File: src/rtl/gbs_pkg.sv
// Shared types and constants for the greedy box suppression unit.
package gbs_pkg;

   localparam int COORD_W  = 16;                // Q12.4 coordinate and size width
   localparam int EDGE_W   = COORD_W + 2;       // exact right/bottom edge, signed
   localparam int AREA_W   = 2 * COORD_W;       // width * height
   localparam int UNION_W  = AREA_W + 1;        // area_a + area_b - inter
   localparam int THR_W    = 8;                 // threshold in 1/256 units
   localparam int SHIFT_W  = AREA_W + THR_W;    // inter * 256
   localparam int PROD_W   = UNION_W + THR_W;   // threshold * union
   localparam int TOTAL_W  = 7;                 // reported kept count
   localparam int BOX_W    = 4 * COORD_W;       // one stored box

   localparam int              MAX_KEPT_DEF = 64;
   localparam logic [THR_W-1:0] THR_RESET   = 8'd128;  // IoU 0.5

   // Stored box, left edge in the low bits
   typedef struct packed {
      logic        [COORD_W-1:0] box_height;
      logic        [COORD_W-1:0] box_width;
      logic signed [COORD_W-1:0] box_top;
      logic signed [COORD_W-1:0] box_left;
   } kept_box_type;

   typedef struct packed {
      logic                      frame_start;
      logic signed [COORD_W-1:0] box_left;
      logic signed [COORD_W-1:0] box_top;
      logic        [COORD_W-1:0] box_width;
      logic        [COORD_W-1:0] box_height;
   } req_payload_type;

   typedef struct packed {
      logic               keep;
      logic [TOTAL_W-1:0] kept_total;
      logic               store_full;
   } rsp_payload_type;

   // Status of the overlap compare pipeline
   typedef struct packed {
      logic busy;
      logic hit_valid;
      logic hit;
   } cmp_status_type;

endpackage

File: src/rtl/gbs_iou_unit.sv
// Pipelined overlap test of the current box against one stored box per cycle.
module gbs_iou_unit
   import gbs_pkg::*;
(
   input  logic               clock,
   input  logic               reset,
   input  logic               in_valid,
   input  kept_box_type       kept_box,
   input  kept_box_type       cur_box,
   input  logic [AREA_W-1:0]  cur_area,
   input  logic [THR_W-1:0]   threshold,
   output cmp_status_type     status
);

   // Positive overlap of two intervals, zero when they do not overlap
   function automatic logic [COORD_W-1:0] overlap(
      input logic signed [EDGE_W-1:0] a0,
      input logic signed [EDGE_W-1:0] a1,
      input logic signed [EDGE_W-1:0] b0,
      input logic signed [EDGE_W-1:0] b1
   );
      logic signed [EDGE_W-1:0] hi;
      logic signed [EDGE_W-1:0] lo;
      logic signed [EDGE_W:0]   diff;
      hi   = (a1 < b1) ? a1 : b1;
      lo   = (a0 > b0) ? a0 : b0;
      diff = (EDGE_W+1)'(hi) - (EDGE_W+1)'(lo);
      return (diff > 0) ? COORD_W'(diff) : '0;
   endfunction

   logic signed [EDGE_W-1:0] a_x0, a_x1, a_y0, a_y1;
   logic signed [EDGE_W-1:0] b_x0, b_x1, b_y0, b_y1;

   logic                 v1_ff, v2_ff, v3_ff, v4_ff, hit_valid_ff;
   logic [COORD_W-1:0]   iw_ff, ih_ff, bw_ff, bh_ff;
   logic [COORD_W-1:0]   iw_in, ih_in;
   logic [AREA_W-1:0]    inter_ff, area_b_ff;
   logic [UNION_W-1:0]   union_ff, union_in;
   logic [SHIFT_W-1:0]   inter_sh_ff, inter_sh4_ff;
   logic [PROD_W-1:0]    prod_ff, prod_in;
   logic                 hit_ff, hit_in;

   // Stage 1: edges and clamped intersection extents
   always_comb begin
      a_x0  = EDGE_W'(cur_box.box_left);
      a_y0  = EDGE_W'(cur_box.box_top);
      a_x1  = a_x0 + $signed(EDGE_W'(cur_box.box_width));
      a_y1  = a_y0 + $signed(EDGE_W'(cur_box.box_height));
      b_x0  = EDGE_W'(kept_box.box_left);
      b_y0  = EDGE_W'(kept_box.box_top);
      b_x1  = b_x0 + $signed(EDGE_W'(kept_box.box_width));
      b_y1  = b_y0 + $signed(EDGE_W'(kept_box.box_height));
      iw_in = overlap(a_x0, a_x1, b_x0, b_x1);
      ih_in = overlap(a_y0, a_y1, b_y0, b_y1);
   end

   // Stages 3 to 5: union, threshold product, compare
   assign union_in = UNION_W'(cur_area) + UNION_W'(area_b_ff) - UNION_W'(inter_ff);
   assign prod_in  = PROD_W'(threshold) * PROD_W'(union_ff);
   assign hit_in   = PROD_W'(inter_sh4_ff) > prod_ff;

   always_ff @(posedge clock) begin
      if (reset) begin
         v1_ff        <= 1'b0;
         v2_ff        <= 1'b0;
         v3_ff        <= 1'b0;
         v4_ff        <= 1'b0;
         hit_valid_ff <= 1'b0;
      end else begin
         v1_ff        <= in_valid;
         v2_ff        <= v1_ff;
         v3_ff        <= v2_ff;
         v4_ff        <= v3_ff;
         hit_valid_ff <= v4_ff;
      end
      iw_ff        <= iw_in;
      ih_ff        <= ih_in;
      bw_ff        <= kept_box.box_width;
      bh_ff        <= kept_box.box_height;
      inter_ff     <= iw_ff * ih_ff;
      area_b_ff    <= bw_ff * bh_ff;
      union_ff     <= union_in;
      inter_sh_ff  <= {inter_ff, {THR_W{1'b0}}};
      prod_ff      <= prod_in;
      inter_sh4_ff <= inter_sh_ff;
      hit_ff       <= hit_in;
   end

   assign status.busy      = v1_ff | v2_ff | v3_ff | v4_ff | hit_valid_ff;
   assign status.hit_valid = hit_valid_ff;
   assign status.hit       = hit_ff;

endmodule

File: config.mk
export PLATFORM = sky130hd
export DESIGN_NAME = gbs_iou_unit
export DESIGN_NICKNAME = d
export VERILOG_FILES = /design/src/rtl/gbs_pkg.sv /design/src/rtl/gbs_iou_unit.sv
export SDC_FILE = /design/constraint.sdc
export NUM_CORES = 2
export LEC_CHECK = 0
export BUFFER_PORTS_ARGS = -buffer_cell sky130_fd_sc_hd__clkbuf_2
export CAP_MARGIN = 20
export CORE_UTILIZATION = 45
export DETAILED_ROUTE_END_ITERATION = 8
export GPL_TIMING_DRIVEN = 0
export PLACE_DENSITY_LB_ADDON = 0.05
export SETUP_SLACK_MARGIN = 0.2
export SYNTH_ARGS = -nofsm -noshare
export SYNTH_HDL_FRONTEND = slang
export SYNTH_SLANG_ARGS = --single-unit
File: constraint.sdc
create_clock -name clock -period 6.9 [get_ports clock]
set_clock_uncertainty 0.05 [all_clocks]
set_input_delay 0.345 -clock clock [delete_from_list [all_inputs] [get_ports clock]]
set_output_delay 0.345 -clock clock [all_outputs]
set_load 0.02 [all_outputs]
-- Word-level counts from Yosys, hierarchy flattened
Cells that the tools add are included.
- flip-flop bits (word level): 272
- output and inout bits: 3
- logic and storage cells: 42
- add/sub/neg operators: 8
- multipliers: 3
- magnitude comparators: 7
- multiplexer cells: 4
- bitwise operators: 4
- operators by type and width (operator ; count):
    adder 16 x 17 -> 18 bit ; 4
    two-way mux 18 bit ; 4
    multiplier 16 x 16 -> 32 bit ; 2
    greater-than comparator 40 x 41 -> 1 bit ; 1
    multiplier 8 x 33 -> 41 bit ; 1
    greater-than comparator 19 x 1 -> 1 bit, second input constant ; 2
    subtractor 18 x 18 -> 19 bit ; 2
    < comparator 18 bit ; 2
    adder 32 x 32 -> 33 bit ; 1
    subtractor 33 x 32 -> 33 bit ; 1
    greater-than comparator 16 bit ; 2
    OR 1 bit ; 4

-- Logic depth before layout (Yosys ltp)
- depth in word-level cells: 5
- mapped depth: 37
- gate-level depth less buffers: 34

-- Least setup slack after synthesis
OpenSTA, ideal clock, no wires.
- path kind: input-to-reg
- start point: input port kept_box[2] in the netlist's numbering
- end point: register iw_ff[10]
- setup time: 128 ps
- arrival: 6856 ps
- setup slack: -134 ps
- cell stages on the path: 34
- path buffers: 3
- cells stage by stage: ha_1 > and3_1 > a2111oi_2 > a211oi_1 > o21bai_1 > nand2_1 > a2111oi_0 > nor3_1 > a21o_1 > xnor2_1 > ha_1 > and4_1 > nand4_1 > o31ai_1 > o21ai_0 > a21boi_1 > o31a_1 > buf_4 > buf_6 > mux2i_1 > ha_1 > inv_1 > fa_1 > a21o_1 > a21oi_1 > o21bai_1 > a21o_1 > a21oi_1 > nor2_1 > o21a_1 > o21ai_1 > a211o_1 > clkbuf_1 > nor2_1
- cells in the longest elaborated chain, start to end: 5
- elaborated cells between the ends (all ways): 7
- those cells by class: add/sub: 2; order compare: 3; mux: 2
- RTL lines (element ; line ; text):
    from (decl) ; gbs_iou_unit.sv:8 ; input kept_box_type kept_box,
    adder 16 x 17 -> 18 bit ; gbs_iou_unit.sv:51 ; b_x1 = b_x0 + $signed(EDGE_W'(kept_box.box_width));
    < comparator 18 bit ; gbs_iou_unit.sv:25 ; hi = (a1 < b1) ? a1 : b1;
    two-way mux 18 bit ; gbs_iou_unit.sv:25 ;
    subtractor 18 x 18 -> 19 bit * ; gbs_iou_unit.sv:27 ; diff = (EDGE_W+1)'(hi) - (EDGE_W+1)'(lo);
    greater-than comparator 19 x 1 -> 1 bit ; gbs_iou_unit.sv:28 ; return (diff > 0) ? COORD_W'(diff) : '0;
    to (signal assigned) ; gbs_iou_unit.sv:76 ; iw_ff <= iw_in;
    to (decl) ; gbs_iou_unit.sv:35 ; logic [COORD_W-1:0] iw_ff, ih_ff, bw_ff, bh_ff;
Mark *: on every way between the ends. The rest lies on a longest branch, timed or not.
A chain may end at the register's enable or synchronous reset.

-- Worst setup path after layout
- start point: register bh_ff[5]
- end point: register area_b_ff[30]
- cells in the longest elaborated chain, start to end: 1
- RTL lines (element ; line ; text):
    from (decl) ; gbs_iou_unit.sv:35 ;
    from (signal assigned) ; gbs_iou_unit.sv:79 ; bh_ff <= kept_box.box_height;
    multiplier 16 x 16 -> 32 bit ; gbs_iou_unit.sv:81 ; area_b_ff <= bw_ff * bh_ff;
    to (signal assigned) ; gbs_iou_unit.sv:81 ;
    to (decl) ; gbs_iou_unit.sv:37 ; logic [AREA_W-1:0] inter_ff, area_b_ff;
No other way between the ends.

==> results.ini <==
[worst_setup_path]
critical_r2r_capture=area_b_ff[30]
regToRegStartpoint=bh_ff[5]
worst-setup-path-type=reg2reg
worstSetupEndpoint=area_b_ff[30]
critical_path.max_fanout=10
worst-r2r-setup-slack_ps=380
worst_path_most_repeated_cell=sky130_fd_sc_hd__fa_1
cp-startpoint=bh_ff[5]
timing.critical_path.from_type=register
crit_path_end_kind=register
timing.critical_path.cells=clkbuf_8 -> nand2_1 -> fa_1 -> inv_1 -> fa_1 -> inv_1 -> fa_1 -> fa_1 -> inv_1 -> fa_1 -> inv_1 -> fa_1 -> inv_1 -> ha_4 -> a21o_1 -> a211o_1 -> a41oi_2 -> or3_4 -> a21oi_2 -> o41ai_4 -> o211a_1 -> o21bai_1 -> a21oi_2 -> xnor2_2
worstPathArrival_ps=6940
required_time_at_the_endpoint_of_the_critical_path_ps=7320
timing.critical_path.slowest_cell_delay_ps=540
critical_path.slowest_cell=sky130_fd_sc_hd__fa_1
ff2ff_path_depth=24

[sta]
number_of_hold_slack_violations_in_the_final_timing_report=0
post-route-period-util=0.9450
rsz0062_at_grt=true
minimum_hold_slack_ps=54.04
worst_pin_slew_ps=914.5
slew_violations=0
clock.fmax_mhz=153.4
max-slew-margin-rel=0.3746
period_minus_slack_ps=6521
setup_violations_final=0

[synth]
synth-xor-area-share=0.04259
distinct_cell_type_count_after_synthesis=77
yosys_warnings=0
avgSynthCellArea_um2=8.955
syn_nets=5761
area_fraction_in_compound_gates_after_synthesis=0.09953
main_combinational_cell_family_by_area_after_synthesis=adder cells
synth.mux.area_fraction=0.01757
postSynthCellCount=4478
adder_cell_share_of_the_synthesized_area=0.4618
synth_seq_cells=272
ys_async_sr_fraction=0
synth_top_flop_cell=sky130_fd_sc_hd__dfxtp_1
yosysSeqAreaShare=0.1358
mappedNetlistArea_um2=40100
synth_edf_count=0
synth-simple-area-share=0.1515

[clock_tree]
cts.htree.levels=1
worst_skew_pair.late_latency_ps=580
tritoncts.num_buffers=31
tritoncts=yes
clkSlewWorstSetupHoldPaths_ps=60
clock_sink_count=272
ctsLongestPathBuffers=3
root_buffer=sky130_fd_sc_hd__clkbuf_16

[detailed_routing]
vias_per_cell=5.053
route.antenna.remaining_nets=0
vias=30300
drt_pass1_iterations=7
initialDrtViolationCount=1369
routed_wire_length_per_instance_um=18.38
postRouteWirelength_um=110200
drc_errors=0

[global_route]
grtUsageTotal=0.2482
first_global_vias=31680
global_route.overflow_total=0
grt_start_max_net_pins=15
initial_antenna_violation_count=3
wire_length_of_the_first_global_routing_pass_um=174900

[floorplan]
fp.dieArea_um2=90320
initial_core_util=0.4538
die_width_um=300.5
top_level_ports=174
chip_height_um=300.5
cell_rows=109
core_um2=88370

[worst_hold_path]
worst_hold_path_type=in2reg

[finish]
finalNetCount=6089
mostFrequentLayoutCells=sky130_fd_sc_hd__inv_1, sky130_fd_sc_hd__fa_1, sky130_fd_sc_hd__nand2_1
final_common_cell=sky130_fd_sc_hd__inv_1
final_layout_size_suffix_gt1_frac=0.1187
areaGrowthSynthToFinish_pct=14.53

[placed_design]
port_buffers=173
gp_congestion=0.8989
hpwlAfterDp_um=92600

[outcome]
status=completed

[job]
cap_viol_max_count=0

critical path, delay by kind of cell, from the launching register on:
| family | cells | cell delay [ps] |
|---|---|---|
| DFF | 1 | 440 |
| and+or+nand+nor | 2 | 280 |
| adders and majority gates | 7 | 3220 |
| buffers and inverters | 6 | 540 |
| xor gates and xnor gates | 1 | 170 |
| AOI/OAI and AO/OA | 8 | 1710 |
stage by stage:
step | setup TNS (ps) | cells | worst slack, ps | cell area [µm²] | util
floorplan | 0 | 4478 | 205.3 | 40180 | -
global placement | -46640 | 5816 | -1433 | 42500 | 0.4809
detailed placement | -47100 | 5817 | -1459 | 42500 | 0.4809
CTS | 0 | 5934 | 80.47 | 44700 | 0.5057
global route | 0 | 5995 | 64.87 | 45930 | 0.5197
finish | 0 | 5995 | 379.5 | 45930 | 0.5197
cells by family after synthesis:
logic type                 Yosys count
and+or+nand+nor                   1249
muxes                               69
xor gates and xnor gates           195
AOI/OAI and AO/OA                  611
DFF                                272
buffers and inverters              969
adders and majority gates         1113
Yosys cell counts, types with 5 or more instances:
master,count,share of area
sky130_fd_sc_hd__o21ai_1,33,0.0041
sky130_fd_sc_hd__fa_1,612,0.31
sky130_fd_sc_hd__xor2_1,67,0.015
sky130_fd_sc_hd__mux2_1,9,0.0025
sky130_fd_sc_hd__a31o_2,10,0.0022
sky130_fd_sc_hd__nand2_1,556,0.052
sky130_fd_sc_hd__dfxtp_1,272,0.14
sky130_fd_sc_hd__o211ai_1,7,0.0013
sky130_fd_sc_hd__xnor2_1,128,0.028
sky130_fd_sc_hd__nand3_1,33,0.0041
sky130_fd_sc_hd__nor3b_1,11,0.0021
sky130_fd_sc_hd__o21a_1,31,0.0058
sky130_fd_sc_hd__and3_1,15,0.0023
sky130_fd_sc_hd__and2_1,319,0.050
sky130_fd_sc_hd__a31oi_1,16,0.0025
sky130_fd_sc_hd__a21oi_1,178,0.022
sky130_fd_sc_hd__o21ai_0,72,0.0090
sky130_fd_sc_hd__clkbuf_1,96,0.0090
sky130_fd_sc_hd__nor3_1,42,0.0052
sky130_fd_sc_hd__o31a_1,6,0.0013
sky130_fd_sc_hd__a2111oi_0,6,0.0013
sky130_fd_sc_hd__nor2b_1,40,0.0062
sky130_fd_sc_hd__a211oi_1,36,0.0067
sky130_fd_sc_hd__inv_1,865,0.081
sky130_fd_sc_hd__mux2i_1,58,0.014
sky130_fd_sc_hd__o21bai_1,27,0.0051
sky130_fd_sc_hd__nor4_1,7,0.0011
sky130_fd_sc_hd__a311oi_1,5,0.0011
sky130_fd_sc_hd__a211o_1,7,0.0015
sky130_fd_sc_hd__or2_2,8,0.0012
sky130_fd_sc_hd__ha_1,500,0.16
sky130_fd_sc_hd__and4_1,6,0.0013
sky130_fd_sc_hd__nand4_1,24,0.0037
sky130_fd_sc_hd__o31ai_1,15,0.0028
sky130_fd_sc_hd__a21o_1,109,0.020
sky130_fd_sc_hd__or3_1,13,0.0020
sky130_fd_sc_hd__nor2_1,121,0.011
sky130_fd_sc_hd__nand2b_1,42,0.0066
metal layers:
metal	up-vias	track usage	routed length, µm
li1	14820	-	-
met1	14740	0.3278	49180
met2	607	0.4348	53880
met3	131	0.01905	3987
met4	0	0.06948	3139
met5	-	0	0
final cells by class:
| cell class | count | area, µm² |
|---|---|---|
| diodes | 1 | 2.502 |
| clock buffers | 41 | 863.3 |
| flip-flops and latches | 272 | 5578 |
| plain buffers | 104 | 874.6 |
| inverters | 865 | 3247 |
| fillers | 8404 | 42450 |
| clock inverters | 15 | 217.7 |
| well taps | 1165 | 1458 |
| multi-input cells | 3237 | 31740 |
| repair buffers | 295 | 1953 |
worst min-delay path by stage:
stage | depth (start not counted) | to | slack [ps] | from
global placement | 0 | inter_sh4_ff[8] | 260 | inter_sh_ff[8]
detailed placement | 0 | inter_sh4_ff[12] | 260 | inter_sh_ff[12]
finish | 2 | prod_ff[0] | 50 | threshold[0]
global route | 2 | prod_ff[0] | 60 | threshold[0]
CTS | 2 | prod_ff[0] | 30 | threshold[0]
floorplan | 0 | inter_sh4_ff[10] | 260 | inter_sh_ff[10]
registers in the layout (all words and copies together) (netlist names):
signal        flops
prod_ff          41
union_ff         33
area_b_ff        32
inter_ff         32
inter_sh4_ff     32
inter_sh_ff      32
bh_ff            16
bw_ff            16
ih_ff            16
iw_ff            16
hit_ff            1
hit_valid_ff      1
v1_ff             1
v2_ff             1
v3_ff             1
v4_ff             1
what timing repair did:
item / in CTS / in global routing
gates resized for setup: 179 / 256
setup buffers: 25 / 58
gates cloned: 0 / 2
hold buffers: 36 / 0
endpoints found under the hold margin: 38 / 0
endpoints found under the setup margin: 55 / 48
pin swaps: 23 / 91
Power is not shown: default switching activity piles up to over one toggle a cycle in this logic, so the estimate is an artifact.
